**config.mk**
```make
export PLATFORM = sky130hd
export DESIGN_NAME = dstq_ctrl
export DESIGN_NICKNAME = d
export VERILOG_FILES = /design/src/sv/dstq_pkg.sv /design/src/sv/dstq_ctrl.sv
export SDC_FILE = /design/constraint.sdc
export NUM_CORES = 1
export LEC_CHECK = 0
export BUFFER_PORTS_ARGS = -buffer_cell sky130_fd_sc_hd__buf_2
export CORE_AREA = 2 2 39 41
export DETAILED_ROUTE_END_ITERATION = 7
export DIE_AREA = 0 0 41 43
export HOLD_SLACK_MARGIN = 0.1
export MAX_ROUTING_LAYER = met4
export PLACE_DENSITY_LB_ADDON = 0.3
export RECOVER_POWER = 25
export REMOVE_ABC_BUFFERS = 1
export SLEW_MARGIN = 20
export SYNTH_ARGS = -nofsm -noshare
export SYNTH_HDL_FRONTEND = slang
export SYNTH_SLANG_ARGS = --single-unit
```
**constraint.sdc**
```tcl
create_clock -name clk -period 1.58 [get_ports clk]
set_clock_uncertainty 0.1 [all_clocks]
set_input_delay 0.158 -clock clk [delete_from_list [all_inputs] [get_ports clk]]
set_output_delay 0.158 -clock clk [all_outputs]
set_load 0.05 [all_outputs]
```
**src/sv/dstq_pkg.sv**
```systemverilog
package dstq_pkg;

  localparam int IN_TIME_W = 48;
  localparam int ID_W      = 31;
  localparam int HND_W     = 16;
  localparam int ND_W      = 49;
  localparam int MAX_OUT   = 16;
  localparam int CNT_W     = 5;

  localparam logic CMD_ADD  = 1'b0;
  localparam logic CMD_POLL = 1'b1;

  typedef enum logic [1:0] {
    KIND_ADDED = 2'd0,
    KIND_DUE   = 2'd1,
    KIND_NONE  = 2'd2,
    KIND_FULL  = 2'd3
  } kind_t;

  typedef enum logic [1:0] {
    ST_IDLE,
    ST_ADD_CMP,
    ST_ADD_INS,
    ST_POLL
  } state_t;

  typedef struct packed {
    logic load;
    logic cmp;
    logic insert;
    logic reject;
    logic pop;
    logic pop_last;
    logic none_due;
  } dp_cmd_t;

  typedef struct packed {
    logic full;
    logic head_due;
    logic next_due;
  } dp_stat_t;

endpackage

```
**src/sv/dstq_ctrl.sv**
```systemverilog
module dstq_ctrl (
  input  logic                clk,
  input  logic                rst,
  input  logic                start,
  input  logic                cmd,
  input  dstq_pkg::dp_stat_t  stat,
  output dstq_pkg::dp_cmd_t   ctl,
  output logic                busy
);
  import dstq_pkg::*;

  state_t           state;
  state_t           state_next;
  logic [CNT_W-1:0] count;
  logic             can_pop;
  logic             more_after;

  assign can_pop    = stat.head_due && (count < CNT_W'(MAX_OUT));
  assign more_after = stat.next_due && (count < CNT_W'(MAX_OUT - 1));

  always_ff @(posedge clk) begin
    if (rst) begin
      state <= ST_IDLE;
      count <= '0;
    end else begin
      state <= state_next;
      if (state == ST_IDLE) begin
        count <= '0;
      end else if (ctl.pop) begin
        count <= count + CNT_W'(1);
      end
    end
  end

  always_comb begin
    state_next = state;
    case (state)
      ST_IDLE: begin
        if (start) begin
          state_next = (cmd == CMD_ADD) ? ST_ADD_CMP : ST_POLL;
        end
      end
      ST_ADD_CMP: begin
        state_next = stat.full ? ST_IDLE : ST_ADD_INS;
      end
      ST_ADD_INS: begin
        state_next = ST_IDLE;
      end
      ST_POLL: begin
        if (!can_pop || !more_after) begin
          state_next = ST_IDLE;
        end
      end
      default: begin
        state_next = ST_IDLE;
      end
    endcase
  end

  always_comb begin
    ctl  = '0;
    busy = 1'b1;
    case (state)
      ST_IDLE: begin
        busy     = 1'b0;
        ctl.load = start;
      end
      ST_ADD_CMP: begin
        ctl.reject = stat.full;
        ctl.cmp    = !stat.full;
      end
      ST_ADD_INS: begin
        ctl.insert = 1'b1;
      end
      ST_POLL: begin
        ctl.pop      = can_pop;
        ctl.pop_last = !more_after;
        ctl.none_due = !can_pop;
      end
      default: begin
        busy = 1'b1;
      end
    endcase
  end

endmodule

```
# == After elaboration in Yosys (flattened, before gate mapping) ==
# Cells that the tools add are included.
# classes
add_sub_neg,1
mul,0
div,0
n_lt_le_gt_ge,2
n_eq_ne,5
n_shift,0
n_mux,11
bitwise_logic,0
reduce_logical,9
# op_table
operator,n
2-bit 2-to-1 mux,4
2-bit one-hot mux with 4 select lines,1
5-bit by 1-bit adder with 5-bit output (second input constant),1
5-bit by 4-bit < comparator with 1-bit output (second input constant),1
5-bit < comparator (second input constant),1
1-bit 2-to-1 mux,5
2-bit equality test (second input constant),2
2-bit != test (second input constant),2
1-bit zero test,3
3-bit 2-to-1 mux,1
2-bit by 1-bit equality test with 1-bit output (second input constant),1
1-bit logical AND,2
2-bit zero test,1
2-bit AND reduction,1
2-bit OR reduction,1
1-bit logical OR,1
# word_totals
ff_bits,7
latch_bits,0
ram_bits,0
rom_bits,0
inputBits,7
out_inout_bits,8
elab_cells,30
mem_count,0

# == Longest topological paths before layout ==
# Gate-level depths: netlist of the first run.
# depth
depth_word,6
depth_mapped,4
mapped_depth_nobuf,4

# == Least setup slack after synthesis of the first run ==
# OpenSTA, ideal clock, no wires.
# synth_timing
path_type,register -> register
from,register state[0]
to,register state[0]
setup_ns,0.070
arrival_ns,1.783
required_ns,1.410
path_slack_ns,-0.373
path_stages_with_launch,4
path_buffers,0
cell_sequence,dfxtp_1 > nor3b_1 > a31oi_1 > nor2_1
# synth_between
elab_chain_cells,3
word_cells_on_any_way,8
cone_classes,eq/ne: 5; mux: 1; reduce/logical: 2
# synth_rtl
item,line,source
"start, declared",dstq_ctrl.sv:12,state_t state;
"start signal, assigned",dstq_ctrl.sv:26,state <= state_next;
2-bit equality test / 2-bit zero test (equally long branches),dstq_ctrl.sv:37,case (state)
2-bit != test (no source line),n/a,
2-bit AND reduction (no source line),n/a,
# Parallel ways exist; a longest one is shown, timed or not.
# A chain may end at the register's enable or synchronous reset.

==> results of run 1 <==
## worst max-delay path, cell delays in order, from the launching register on
cell      delay, ns
dfxtp_2        0.41
nand4b_4       0.15
inv_1          0.20
buf_4          0.24
## timing repair
action                     in CTS  in global routing
setup endpoints to repair       1                  2
pin swaps                       0                  1
buffers inserted                0                  0
resized for setup               2                  5
hold endpoints to repair        2                  0
hold buffers                    1                  0
## cell families (layout without fill, tap and decap cells)
family	count (synthesis)	in the layout	share of synthesized area (%)
xor+xnor	1	1	2.37
compound gates	11	11	16.6
simple gates	20	20	36.8
flops	7	7	37.8
fa+ha+maj	1	1	3.38
buf+inv	3	22	3.04
## state kept, by name, summed over array words and instances, names as in the netlist
signal / cells
state: 2
count: 5
## layout make-up
class / count / area [sq um] / share of cell area, %
tap: 16 / 20.0 / 3.95
inverter: 3 / 11.3 / 2.22
sequential: 7 / 145 / 28.6
timing repair buffer: 15 / 85.1 / 16.8
clock buffer: 4 / 26.3 / 5.19
multi-input combinational: 33 / 219 / 43.2
## metrics by stage
step                worst slack [ns]  util (%)
floorplan                     -0.373         -
global placement               0.246      33.3
detailed placement             0.203      33.3
CTS                         0.000886      36.2
global route                 0.00856      36.6
finish                        0.0893      36.6
## report_power, final
group / switching, mW / total, mW / leakage, nW / internal [mW]
clock: 0.0634 / 0.160 / 0.0150 / 0.0962
sequential: 0.0103 / 0.193 / 0.0585 / 0.183
combinational: 0.0695 / 0.101 / 0.153 / 0.0318
total: 0.143 / 0.454 / 0.226 / 0.311
## layer usage
layer | GRT usage (%) | up-vias
met1 | 14.6 | 155
li1 | - | 195
met5 | - | -
met2 | 13.1 | 15
met4 | 12.0 | 0
met3 | 1.57 | 2
## path summary, 6_finish.rpt
path / from / to / slack [ns] / depth (start not counted)
setup / recovery: state[0] / ctl[2] / 0.09 / 3
hold / removal: start / state[1] / 0.11 / 3
setup reg to reg: state[0] / state[1] / 0.31 / 3
hold reg to reg: count[1] / count[1] / 0.39 / 2
## cell usage after synthesis
master,number
nand3_1,1
o21ai_0,2
and2b_2,1
inv_1,3
or3_1,2
nor3_1,1
a31oi_1,2
a21oi_1,6
a32oi_1,1
nor2_1,3
or3b_2,1
or2_2,1
xnor2_1,1
and3b_2,1
ha_1,1
nor3b_1,2
dfxtp_1,7
nand4_1,2
nand2_1,3
nand2b_1,1
nand4b_4,1
==> impl_metrics.toml, run 1 <==
[logic_synthesis]
synthTopCellsByArea = "dfxtp_1 (38%), a21oi_1 (8.1%), nand4b_4 (6.4%)"
synth.distinct_cells = 21
yosysTopAreaCell = "dfxtp_1"
synth-seq-area-share_pct = 37.8
yosys_warnings = 0
postSynthCellCount = 43
avgSynthCellArea_sq_um = 8.61
synth_top_area_share_pct = 37.8
ys_seq_elements = 7
syn_area_sq_um = 370

[placed_design]
place.gp.congestion = 0.766
postPlaceCellArea_sq_um = 460
dp_hpwl_um = 614
dp_cells = 73
port_buffers = 14

[sta]
hold_ws_ns = 0.113
setup_viol_count_final = 0
fmax_mhz = 671
final.setup.tns_ns = 0
max-slew-margin-rel_pct = 81.8
hold_violations = 0
finalMaxSlewViolations = 0
min_period_over_period_pct = 94.4
rsz0062_at_grt = "no"
worstMarginPinSlew_ns = 0.272
post-route-min-period_ns = 1.49

[clock_tree]
numCtsBuffers = 3
cts_root_buf = "clkbuf_4"
clk_latency_ns = 0.25
clockBufferDepth = 2
clock_sinks = 7
htreeDepth = 1
cts.clk_slew.worst_paths_ns = 0.05
cts_tree = "built"

[floorplanning]
initial_utilization_pct = 26.8
pin_count = 15
die-area_sq_mm = 0.00176
core_sq_mm = 0.00138
fp.dieH_um = 43
fp.dieW_um = 41
rows = 14

[routing]
ant_nets = 0
dr_wl_met2_um = 294
via_per_inst = 4.71
first_pass_iters = 4
drc = 0
routed.top_layer = "met4"
detail_route.wl_per_cell_um = 10.2
wl_met1_um = 431
drt_wl_total_um = 799
dr.first_iter.drc_count = 6
vias = 367
dr_wl_met3_um = 59

[final_layout]
final_cell_mix = "buf_2 (12), a21oi_1 (6), dfxtp_2 (4)"
drive_gt1_share_pct = 41.9
fillers = 151
num_antenna_cells = 0
finalNonFillerCells = 78
layout_commonest_cell = "buf_2"
syn_to_final_growth_pct = 36.8
design_area_sq_um = 507
nets = 71

[critical_path]
crit_type = "reg2out"
arrival_ns = 1.23
critPathLaunchType = "flop"
cp-end-kind = "output port"
path_max_fanout = 9
cp.required_ns = 1.32

[global_route]
grt_pass1_wl_um = 1240
grt_use_total_pct = 11.1
antenna_found_initial = 0
grt_pass1_vias = 308
overflow = 0
grt_max_degree = 10

[run_status]
status = "completed"

[power]
power_density_mw_per_mm2 = 896
totalPowerFinal_mw = 0.454
p_leak_nw = 0.226
peakVddDrop_mv = 0.290

[min_path]
hold_path_class = "in2reg"

[run]
maxCapViolCount = 0
(Power assumes the default switching activity.)
==> run 2: changes to the inputs <==
--- a/config.mk
+++ b/config.mk
@@ -5,10 +5,10 @@
 export SDC_FILE = /design/constraint.sdc
 export NUM_CORES = 1
 export LEC_CHECK = 0
-export BUFFER_PORTS_ARGS = -buffer_cell sky130_fd_sc_hd__buf_2
 export CORE_AREA = 2 2 39 41
 export DETAILED_ROUTE_END_ITERATION = 7
 export DIE_AREA = 0 0 41 43
+export DONT_BUFFER_PORTS = 1
 export HOLD_SLACK_MARGIN = 0.1
 export MAX_ROUTING_LAYER = met4
 export PLACE_DENSITY_LB_ADDON = 0.3
==> run 2 against run 1 <==
  * Clock power barely moved
  * Global-route usage fell by 0.11 points
  * Non-clock buffer count fell by 5
  * Flip-flop and latch count did not move
  * Largest cell class unchanged
==> impl_metrics.toml, run 2 (synthesized netlist as in run 1, its figures left out) <==
[run_status]
status = "completed"

[final_layout]
regMostFlops = "count"
top_regs = "count: 5 flops, state: 2 flops"
nets = 66
num_antenna_cells = 0
largest_reg_flops = 5
final_cell_mix = "a21oi_1 (6), buf_4 (6), dfxtp_2 (5), dlygate4sd3_1 (4)"
finalNonFillerCells = 73
syn_to_final_growth_pct = 40.9
drive_gt1_share_pct = 38.6
design_area_sq_um = 522

[critical_path]
crit_type = "in2out"
crit_start = "stat[1]"
cp.required_ns = 1.32
cp-end-kind = "output port"
path_max_fanout = 6
arrival_ns = 1.26
worstReg2RegStart = "state[0]"
critPathLaunchType = "primary input"

[routing]
ant_nets = 0
dr.first_iter.drc_count = 7
detail_route.wl_per_cell_um = 11.2
vias = 359
drc = 0
via_per_inst = 4.92
first_pass_iters = 4
drt_wl_total_um = 816

[global_route]
grt_util_met1_pct = 12.9
grt_pass1_wl_um = 1240
grt_max_degree = 10
grt_use_met2_pct = 15.3
grt_use_total_pct = 11.0
grt_pass1_vias = 322
grt_busiest_layer = "met2"
overflow = 0
antenna_found_initial = 0
grt_util_met3_pct = 1.57

[clock_tree]
cts_tree = "built"
postCtsSetupBuffers = 0
clk_latency_ns = 0.25
cts.clk_slew.worst_paths_ns = 0.05
numCtsBuffers = 3
clock_sinks = 7
clockBufferDepth = 2
htreeDepth = 1
cts_root_buf = "clkbuf_4"

[sta]
max-slew-margin-rel_pct = 82.7
final.setup.tns_ns = 0
hold_violations = 0
finalMaxSlewViolations = 0
post-route-min-period_ns = 1.52
fin_ws_ns = 0.0580
hold_ws_ns = 0.105
worstMarginPinSlew_ns = 0.261
min_period_over_period_pct = 96.3
setup_viol_count_final = 0
fmax_mhz = 657
rsz0062_at_grt = "no"

[floorplanning]
die-area_sq_mm = 0.00176
core_sq_mm = 0.00138
fp.dieW_um = 41
initial_utilization_pct = 26.8
pin_count = 15
fp.dieH_um = 43
rows = 14

[placed_design]
dp_cells = 65
place.gp.congestion = 0.705
port_buffers = 0
place_ws_ns = 0.221
postPlaceCellArea_sq_um = 445
dp_hpwl_um = 621

[run]
maxCapViolCount = 0

[min_path]
hold_path_class = "in2reg"
worstHoldStart = "rst"

[power]
power_density_mw_per_mm2 = 875
p_leak_nw = 0.201
peakVddDrop_mv = 0.370
==> run 2: cell count changes in the layout (fill, tap and decap cells not counted) <==
cell	change
dfxtp_1	-1
inv_1	-1
dfxtp_2	+1
nor3b_2	+2
clkinvlp_4	+1
buf_2	-12
dlygate4sd3_1	+3
nor3b_1	-2
buf_4	+4
==> run 2: what timing repair did <==
item	in CTS	in global routing
hold endpoints to repair	3	0
pin swaps	0	2
setup endpoints to repair	1	2
hold buffers	4	0
resized for setup	2	4
==> run 2: cell type report <==
cell class | instances | area (sq um)
Tap cell | 16 | 20.0
Timing Repair Buffer | 10 | 85.1
Clock buffer | 4 | 26.3
Inverter | 3 | 15.0
Multi-Input combinational cell | 33 | 229
Fill cell | 151 | 862
Sequential cell | 7 | 146
==> run 2: where the power goes <==
group          internal [mW]  total [mW]  switching, mW  leakage [nW]
Clock                 0.0962       0.160         0.0638        0.0150
Combinational         0.0355       0.102         0.0668         0.127
Sequential             0.183       0.194         0.0117        0.0590
==> run 2: critical path, cell delays in order <==
cell and delay (ns):
dlygate4sd3_1 0.58, nand4b_4 0.16, clkinvlp_4 0.15, buf_4 0.21
==> run 2: worst paths after layout <==
| kind | to | slack [ns] | cells after the start |
|---|---|---|---|
| max reg2reg | state[1] | 0.31 | 3 |
| min reg2reg | count[1] | 0.37 | 2 |
| max | ctl[2] | 0.06 | 4 |
| min | count[1] | 0.11 | 2 |
==> run 2: metrics by stage <==
stage	util, %	power [mW]
4_1_cts	37.2	0.463
3_5_place_dp	32.2	0.290
2_1_floorplan	-	0.266
3_3_place_gp	32.2	0.289
6_report	37.7	0.456
5_1_grt	37.7	0.486
==> run 2: per-layer routing <==
layer  vias to the layer above  wire length [um]  share of wire [%]
met5                         -                 0                  0
met2                        20               331                 41
met4                         0                13                1.6
met1                       153               396                 49
met3                         2                74                9.1
li1                        184                 -                  -
==> run 3: changes to the inputs <==
==> constraint.sdc (replaced) <==
create_clock -name clk -period 1.4 [get_ports clk]
set_clock_uncertainty 0.1 [all_clocks]
set_input_delay 0.14 -clock clk [delete_from_list [all_inputs] [get_ports clk]]
set_output_delay 0.14 -clock clk [all_outputs]
set_load 0.05 [all_outputs]
==> run 3 against run 2 <==
  * Critical endpoint is now ctl[1]
  * Sequential share of layout area fell by 2.5 points
  * First-iteration DRC count fell by 29%
  * Total power rose by 18%
  * Count of clock-buffer cells in the layout did not move
  * Critical path depth fell by 1
  * Largest power group unchanged
  * Hold slack got worse by 0.0066 ns
==> impl_metrics.toml, run 3 (synthesized netlist as in run 1, its figures left out) <==
[sta]
post-route-min-period_ns = 1.37
hold_ws_ns = 0.0987
min_period_over_period_pct = 98.0
finalMaxSlewViolations = 0
hold_violations = 0
rsz0062_at_grt = "yes"
final.setup.tns_ns = 0
fmax_mhz = 729
max-slew-margin-rel_pct = 82.9
setup_viol_count_final = 0
worstMarginPinSlew_ns = 0.257

[routing]
dr.first_iter.drc_count = 5
via_per_inst = 4.73
ant_nets = 0
drc = 0
first_pass_iters = 4
vias = 374
drt_wl_total_um = 949
detail_route.wl_per_cell_um = 12.0

[run_status]
status = "completed"

[critical_path]
cp.required_ns = 1.16
arrival_ns = 1.13
critical_path_buf_inv_count = 1
critPathLaunchType = "flop"
crit_type = "reg2out"
cp-end-kind = "output port"
path_max_fanout = 5
cp_top_family = "flip-flops"
slowest_stage = "dfxtp_2"
max_stage_delay_ns = 0.36
path_cells = "nand4_1 -> a31oi_1 -> buf_4"

[global_route]
grt_pass1_wl_um = 1440
grt_use_total_pct = 12.7
grt_max_degree = 10
antenna_found_initial = 0
grt_util_met3_pct = 1.57
grt_use_met2_pct = 16.6
grt_pass1_vias = 342
grt_util_met1_pct = 15.9
overflow = 0
grt_busiest_layer = "met2"

[power]
power_density_mw_per_mm2 = 890
switching_share_pct = 31.4
p_leak_nw = 0.243
power_frac_clock_pct = 33.9
net-switching-power_mw = 0.170
peakVddDrop_mv = 0.342
p_int_mw = 0.371
power_frac_comb_pct = 26.5
p_seq_share_pct = 39.6
totalPowerFinal_mw = 0.541

[clock_tree]
cts_root_buf = "clkbuf_4"
cts_tree = "built"
clockBufferDepth = 2
clk_latency_ns = 0.25
numCtsBuffers = 3
htreeDepth = 1
clock_sinks = 7
cts.clk_slew.worst_paths_ns = 0.05

[floorplanning]
die-area_sq_mm = 0.00176
fp.dieW_um = 41
rows = 14
core_sq_mm = 0.00138
fp.dieH_um = 43
pin_count = 15
initial_utilization_pct = 26.8

[final_layout]
num_antenna_cells = 0
largest_reg_flops = 5
syn_to_final_growth_pct = 64.2
regMostFlops = "count"
nets = 72
fillers = 145
final_cell_mix = "a21oi_1 (6), buf_4 (6), dlygate4sd3_1 (5), buf_6 (5)"
top_regs = "count: 5 flops, state: 2 flops"
drive_gt1_share_pct = 42.9

[min_path]
hold_path_class = "in2reg"

[placed_design]
place.gp.congestion = 0.759
port_buffers = 0
dp_hpwl_um = 628

[run]
maxCapViolCount = 0
[run 3: changes by cell type in the layout (fill, tap and decap cells not counted)]
cell / previous run / this run
nor3b_4: 0 / 2
dfxtp_1: 2 / 1
nor3b_2: 2 / 0
inv_4: 0 / 1
or2_2: 1 / 0
or2_0: 0 / 1
clkinvlp_4: 1 / 0
dfxtp_2: 5 / 3
dlygate4sd3_1: 4 / 5
dfxtp_4: 0 / 3
buf_6: 0 / 5
[run 3: worst min-delay path, stage by stage]
cell      delay (ns)
nand4b_4        0.11
or3_1           0.11
a21oi_1         0.05
[run 3: through the flow]
stage / utilization (%) / cells / cell area, sq um / worst slack (ns)
2_1_floorplan: - / 43 / 370 / -0.553
3_3_place_gp: 32.7 / 66 / 453 / 0.0893
3_5_place_dp: 32.7 / 66 / 453 / 0.0766
4_1_cts: 41.2 / 76 / 571 / 0.000286
5_1_grt: 43.9 / 79 / 608 / -0.0561
6_report: 43.9 / 79 / 608 / 0.0280
[run 3: layout make-up]
cell class / count / area [sq um] / area share, %
inverter: 3 / 13.8 / 2.26
clock buffer: 4 / 26.3 / 4.32
sequential: 7 / 155 / 25.5
tap: 16 / 20.0 / 3.29
multi-input combinational: 33 / 241 / 39.7
timing repair buffer: 16 / 151 / 24.9
[run 3: layer usage]
metal / part of all wire (%) / up-vias
met4: 1.3 / 0
met3: 8.3 / 2
met5: 0 / -
met1: 47 / 158
li1: - / 197
met2: 43 / 17
[run 3: power groups by stage]
stage	clock (mW)	combinational (mW)	sequential, mW
after floorplan	0	0.0825	0.218
after global placement	0	0.112	0.218
after detailed placement	0	0.112	0.219
after CTS	0.197	0.136	0.216
after global routing	0.201	0.153	0.215
final	0.183	0.144	0.214
[run 3: repair_timing]
item,CTS,global route
hold buffers,5,0
hold endpoints to repair,7,0
gates resized for setup,14,5
buffers inserted,1,3
endpoints found under the setup margin,7,5
pin swaps,2,3
[run 3: path summary, 6_finish.rpt]
check | cells after the start | startpoint | end | slack (ns)
min reg2reg | 2 | count[3] | count[3] | 0.40
min | 3 | stat[1] | count[2] | 0.1
max | 3 | count[2] | ctl[1] | 0.03
max reg2reg | 5 | count[1] | count[2] | 0.11
